## config.mk

```make
export PLATFORM = sky130hd
export DESIGN_NAME = lkt_stat_unit
export DESIGN_NICKNAME = d
export VERILOG_FILES = /design/src/rtl/core/lkt_pkg.sv /design/src/rtl/core/lkt_stat_unit.sv
export SDC_FILE = /design/constraint.sdc
export NUM_CORES = 1
export LEC_CHECK = 0
export BUFFER_PORTS_ARGS = -buffer_cell sky130_fd_sc_hd__buf_4
export CAP_MARGIN = 10
export CELL_PAD_IN_SITES_DETAIL_PLACEMENT = 0
export CELL_PAD_IN_SITES_GLOBAL_PLACEMENT = 1
export CORE_UTILIZATION = 35
export DETAILED_ROUTE_END_ITERATION = 12
export PLACE_DENSITY_LB_ADDON = 0.15
export SKIP_CTS_REPAIR_TIMING = 1
export SYNTH_ARGS = -nofsm -noshare
export SYNTH_HDL_FRONTEND = slang
export SYNTH_SLANG_ARGS = --single-unit
```

## constraint.sdc

```tcl
create_clock -name clk_i -period 4.92 [get_ports clk_i]
set_input_delay 0.246 -clock clk_i [delete_from_list [all_inputs] [get_ports clk_i]]
set_output_delay 0.246 -clock clk_i [all_outputs]
set_load 0.005 [all_outputs]
```

## src/rtl/core/lkt_pkg.sv

```systemverilog
// Shared constants, types and control structs for the latency top-K tracker.
// Used by every module under rtl/core; depends on nothing.
`default_nettype none

package lkt_pkg;

  localparam int unsigned NUM_KEYS    = 16;
  localparam int unsigned K_SLOTS     = 8;
  localparam int unsigned SAMPLE_BITS = 32;

  // Fixed field widths
  localparam int unsigned KEY_W = 4;
  localparam int unsigned VAL_W = 32;
  localparam int unsigned CNT_W = 32;
  localparam int unsigned SUM_W = 64;

  localparam int unsigned KEY_IW    = (NUM_KEYS > 1) ? $clog2(NUM_KEYS) : 1;
  localparam int unsigned SLOT_IW   = (K_SLOTS > 1) ? $clog2(K_SLOTS) : 1;
  localparam int unsigned SCAN_W    = $clog2(2 * K_SLOTS + 1);
  localparam int unsigned SET_AW    = KEY_IW + SLOT_IW + 1;
  localparam int unsigned SET_DEPTH = 2 ** SET_AW;
  localparam int unsigned STAT_W    = SUM_W + CNT_W;

  localparam logic [VAL_W-1:0] SAMPLE_MASK =
    (SAMPLE_BITS >= 32) ? '1 : VAL_W'((64'd1 << SAMPLE_BITS) - 64'd1);

  // Which half of the set memory a word lives in
  localparam logic HALF_SMALL = 1'b0;
  localparam logic HALF_LARGE = 1'b1;

  typedef struct packed {
    logic               clr;
    logic               rd_en;
    logic               wr_en;
    logic [SLOT_IW-1:0] slot;
    logic               half;
    logic               fill;
    logic [SLOT_IW-1:0] fill_slot;
  } set_ctrl_t;

  typedef struct packed {
    logic              rd_en;
    logic              wr_en;
    logic [KEY_IW-1:0] rd_idx;
    logic [KEY_IW-1:0] wr_idx;
  } stat_ctrl_t;

endpackage

`default_nettype wire

```

## src/rtl/core/lkt_stat_unit.sv

```systemverilog
// Per-key saturating count and sum, kept in a small synchronous memory.
// Depends on lkt_pkg.
`default_nettype none

module lkt_stat_unit (
  input  logic                      clk_i,
  input  logic                      rst_ni,
  input  lkt_pkg::stat_ctrl_t       ctrl_i,
  input  logic [lkt_pkg::VAL_W-1:0] smp_i,
  output logic [lkt_pkg::CNT_W-1:0] old_cnt_o,
  output logic [lkt_pkg::CNT_W-1:0] new_cnt_o,
  output logic [lkt_pkg::SUM_W-1:0] new_sum_o
);
  import lkt_pkg::*;

  logic [STAT_W-1:0]   mem [NUM_KEYS];
  logic [NUM_KEYS-1:0] vld_q;
  logic [STAT_W-1:0]   rdata_q;
  logic                rvld_q;
  logic [SUM_W-1:0]    old_sum;
  logic [SUM_W:0]      sum_ext;

  always_ff @(posedge clk_i) begin
    if (ctrl_i.rd_en) begin
      rdata_q <= mem[ctrl_i.rd_idx];
    end
    if (ctrl_i.wr_en) begin
      mem[ctrl_i.wr_idx] <= {new_sum_o, new_cnt_o};
    end
  end

  // Valid bits stand in for the zero reset of the memory
  always_ff @(posedge clk_i or negedge rst_ni) begin
    if (!rst_ni) begin
      vld_q  <= '0;
      rvld_q <= 1'b0;
    end else begin
      if (ctrl_i.rd_en) begin
        rvld_q <= vld_q[ctrl_i.rd_idx];
      end
      if (ctrl_i.wr_en) begin
        vld_q[ctrl_i.wr_idx] <= 1'b1;
      end
    end
  end

  assign old_cnt_o = rvld_q ? rdata_q[CNT_W-1:0] : '0;
  assign old_sum   = rvld_q ? rdata_q[STAT_W-1:CNT_W] : '0;
  assign sum_ext   = (SUM_W + 1)'(old_sum) + (SUM_W + 1)'(smp_i);
  assign new_sum_o = sum_ext[SUM_W] ? '1 : sum_ext[SUM_W-1:0];
  assign new_cnt_o = (old_cnt_o == '1) ? old_cnt_o : old_cnt_o + CNT_W'(1);

endmodule

`default_nettype wire

```

==> impl_metrics.json <==
{
  "status": "finished clean",
  "ys_ff_latch": 1649,
  "hpwl_um": 89500,
  "ios": 172,
  "tightest_slew_ns": 1.07,
  "holdPathStages": 1,
  "synth_top_flop_cell": "edfxtp_1",
  "dr.pass1.iters": 5,
  "clockRootBuffer": "clkbuf_16",
  "yosysSeqAreaShare_pct": 75.9,
  "min_period_ns": 4.82,
  "first_iter_violations": 2717,
  "layout.cells.non_filler": 5947,
  "setup_slack_ns": 0.102,
  "rsz0062_at_grt": "yes",
  "worst-path-max-fanout": 17,
  "dp_cells": 5541,
  "timing.hold.ws_ns": 0.0376,
  "yosys-top-cells-count": "edfxtp_1, mux4_2, nand2_1",
  "fmax_mhz": 208,
  "cp-end-kind": "output pin",
  "fin_crit_sh_pct": 97.9,
  "yosysWarnings": 0,
  "synth_area_leaders": "edfxtp_1, mux4_2, nand2_1",
  "setup-tns-final_ns": 0,
  "clk_latency_ns": 0.80,
  "r2r_end": "mem[14][90]",
  "synthCells": 2932,
  "cts_max_path_buffers": 3,
  "pre_cts_ws_ns": 0.230,
  "portBuffers": 171,
  "grt_max_degree": 98,
  "start_util_pct": 35.4,
  "grt-ovfl-total": 0,
  "r2r_slack_ns": 0.92,
  "gp_congestion": 0.789,
  "htreeDepth": 4,
  "cp-start-kind": "register",
  "antenna_found_initial": 5,
  "crit_required_ns": 4.67,
  "numClockSinks": 1649,
  "avgSynthCellArea_um2": 22.2,
  "track_usage_pct": 18.4,
  "hold_class": "input port to register",
  "rows": 157,
  "final_nets": 3420,
  "crit_type": "register to output pin",
  "antenna_left": 0,
  "synth_most_common_cell": "edfxtp_1",
  "critPathLaunch": "rvld_q",
  "drcViolationCount": 0,
  "grt_pass1_vias": 33449,
  "async_flop_share_pct": 1.03,
  "synth_edf_count": 1632,
  "syn_to_final_growth_pct": 19.0,
  "ir_worst_vdd_v": 0.000369,
  "worstPathArrival_ns": 4.57,
  "hold_viol": 0,
  "die-area_um2": 188000,
  "die_w_um": 433,
  "grt_pass1_wl_um": 245000,
  "power_density_nw_per_um2": 432,
  "r2r_start": "rvld_q",
  "viasPerCell": 5.27,
  "wl_um": 174000,
  "synth_top_area_cell": "edfxtp_1",
  "cts_buffers": 175,
  "finalPower_mw": 33.5,
  "rr_worst_depth": 16,
  "drv_cap": 0,
  "yosysTopAreaCellShare_pct": 75.3,
  "drv_slew": 0,
  "setup_violations": 0,
  "cp-endpoint": "new_sum_o[63]",
  "vias": 31369,
  "total_leakage_power_nw": 25.0,
  "clkTransAtPathRegs_ns": 0.06,
  "cts_tree": "built",
  "wl_per_cell_um": 29.3,
  "slew_headroom_pct": 28.4,
  "synthDistinctLibCells": 74,
  "die_h_um": 433,
  "design.core.area_um2": 184000,
  "syn_area_um2": 65100,
  "finClkSkew_ns": 0.0247,
  "syn_nets": 3010,
  "drive_above_1_share_pct": 36.5
}
[report_power, final]
| group | switching [mW] | leakage, nW | total [mW] | internal [mW] |
|---|---|---|---|---|
| logic | 2.33 | 7.14 | 3.79 | 1.46 |
| clock network | 5.37 | 2.75 | 12.9 | 7.58 |
| registers | 0.132 | 15.2 | 16.7 | 16.6 |
[layout by cell type, fill, tap and decap left out, types with 5 or more instances in the layout]
cell and n:
buf_12 39, nand2_4 26, a21o_1 14, dfrtp_1 16, o21ai_4 5, nand2_2 15
and2_1 61, mux4_2 485, nor2_1 47, a31oi_1 5, inv_6 6, xor2_1 34
buf_4 310, o21ai_1 9, xnor2_1 40, clkbuf_16 184, o21ai_0 14, ha_2 10
buf_6 10, nand2_8 6, a21oi_1 23, bufinv_16 14, a21oi_2 6, nand4_1 15
nor2_4 16, clkinvlp_4 7, or2_2 23, nor3_1 18, and3_1 13, nand3_1 27
nand2_1 90, clkinv_1 28, clkinv_2 31, edfxtp_1 1632, ha_1 20, inv_1 15
clkbuf_1 39, clkbuf_8 8
[cell type report]
class | instances | area [µm²]
Timing Repair Buffer | 370 | 3410
Inverter | 15 | 56.3
Multi-Input combinational cell | 1131 | 15900
Antenna cell | 1 | 2.50
Fill cell | 15910 | 106000
Sequential cell | 1649 | 49400
Tap cell | 2464 | 3080
Clock buffer | 228 | 4800
Clock inverter | 89 | 820
[how the worst min path moves through the flow]
stage / end / start / slack, ns
floorplan: rvld_q / rst_ni / -0.05
global placement: vld_q[14] / rst_ni / 0.14
detailed placement: vld_q[14] / rst_ni / 0.14
CTS: vld_q[14] / rst_ni / -0.75
global route: rdata_q[16] / ctrl_i[9] / 0.03
finish: rdata_q[16] / ctrl_i[9] / 0.04
[layer usage]
layer,wire length (µm),GRT usage (%),vias to the layer above
met5,0,0,-
met1,75300,24.8,17263
met4,3460,4.75,0
met2,88000,31.0,746
met3,7480,3.00,213
li1,-,-,13147
[through the flow]
stage / util, % / instance area [µm²]
finish: 42.1 / 77500
CTS: 41.3 / 75900
floorplan: - / 65100
detailed placement: 38.2 / 70300
global placement: 38.2 / 70300
global route: 42.1 / 77500
[cells by family (layout without fill, tap and decap cells)]
kind of cell    Yosys count  after routing  synth area share [%]
compound gates          119            119                  1.27
xor+xnor                 80             80                  1.08
fa+ha+maj                34             34                 0.665
buf+inv                 152            702                 0.971
flops                  1649           1649                  75.9
mux                     490            490                  16.9
other cells               0              1                     0
simple gates            408            408                  3.23
[state kept, by name, summed over array words and instances (netlist names)]
signal and count:
vld_q 16, rvld_q 1, rdata_q 96, mem 1536
[worst max-delay path: stages (launching register included)]
cell     delay [ns]
dfrtp_4        0.49
buf_6          0.18
and2_1         0.15
ha_1           0.39
a21oi_2        0.21
o21ai_1        0.09
or3b_1         0.38
a21o_1         0.26
a21o_2         0.27
a31oi_4        0.19
buf_12         0.15
buf_4          0.18
nor2_2         0.08
nand2_1        0.13
mux2i_1        0.23
buf_6          0.22
buf_4          0.14
(Power assumes the default switching activity.)
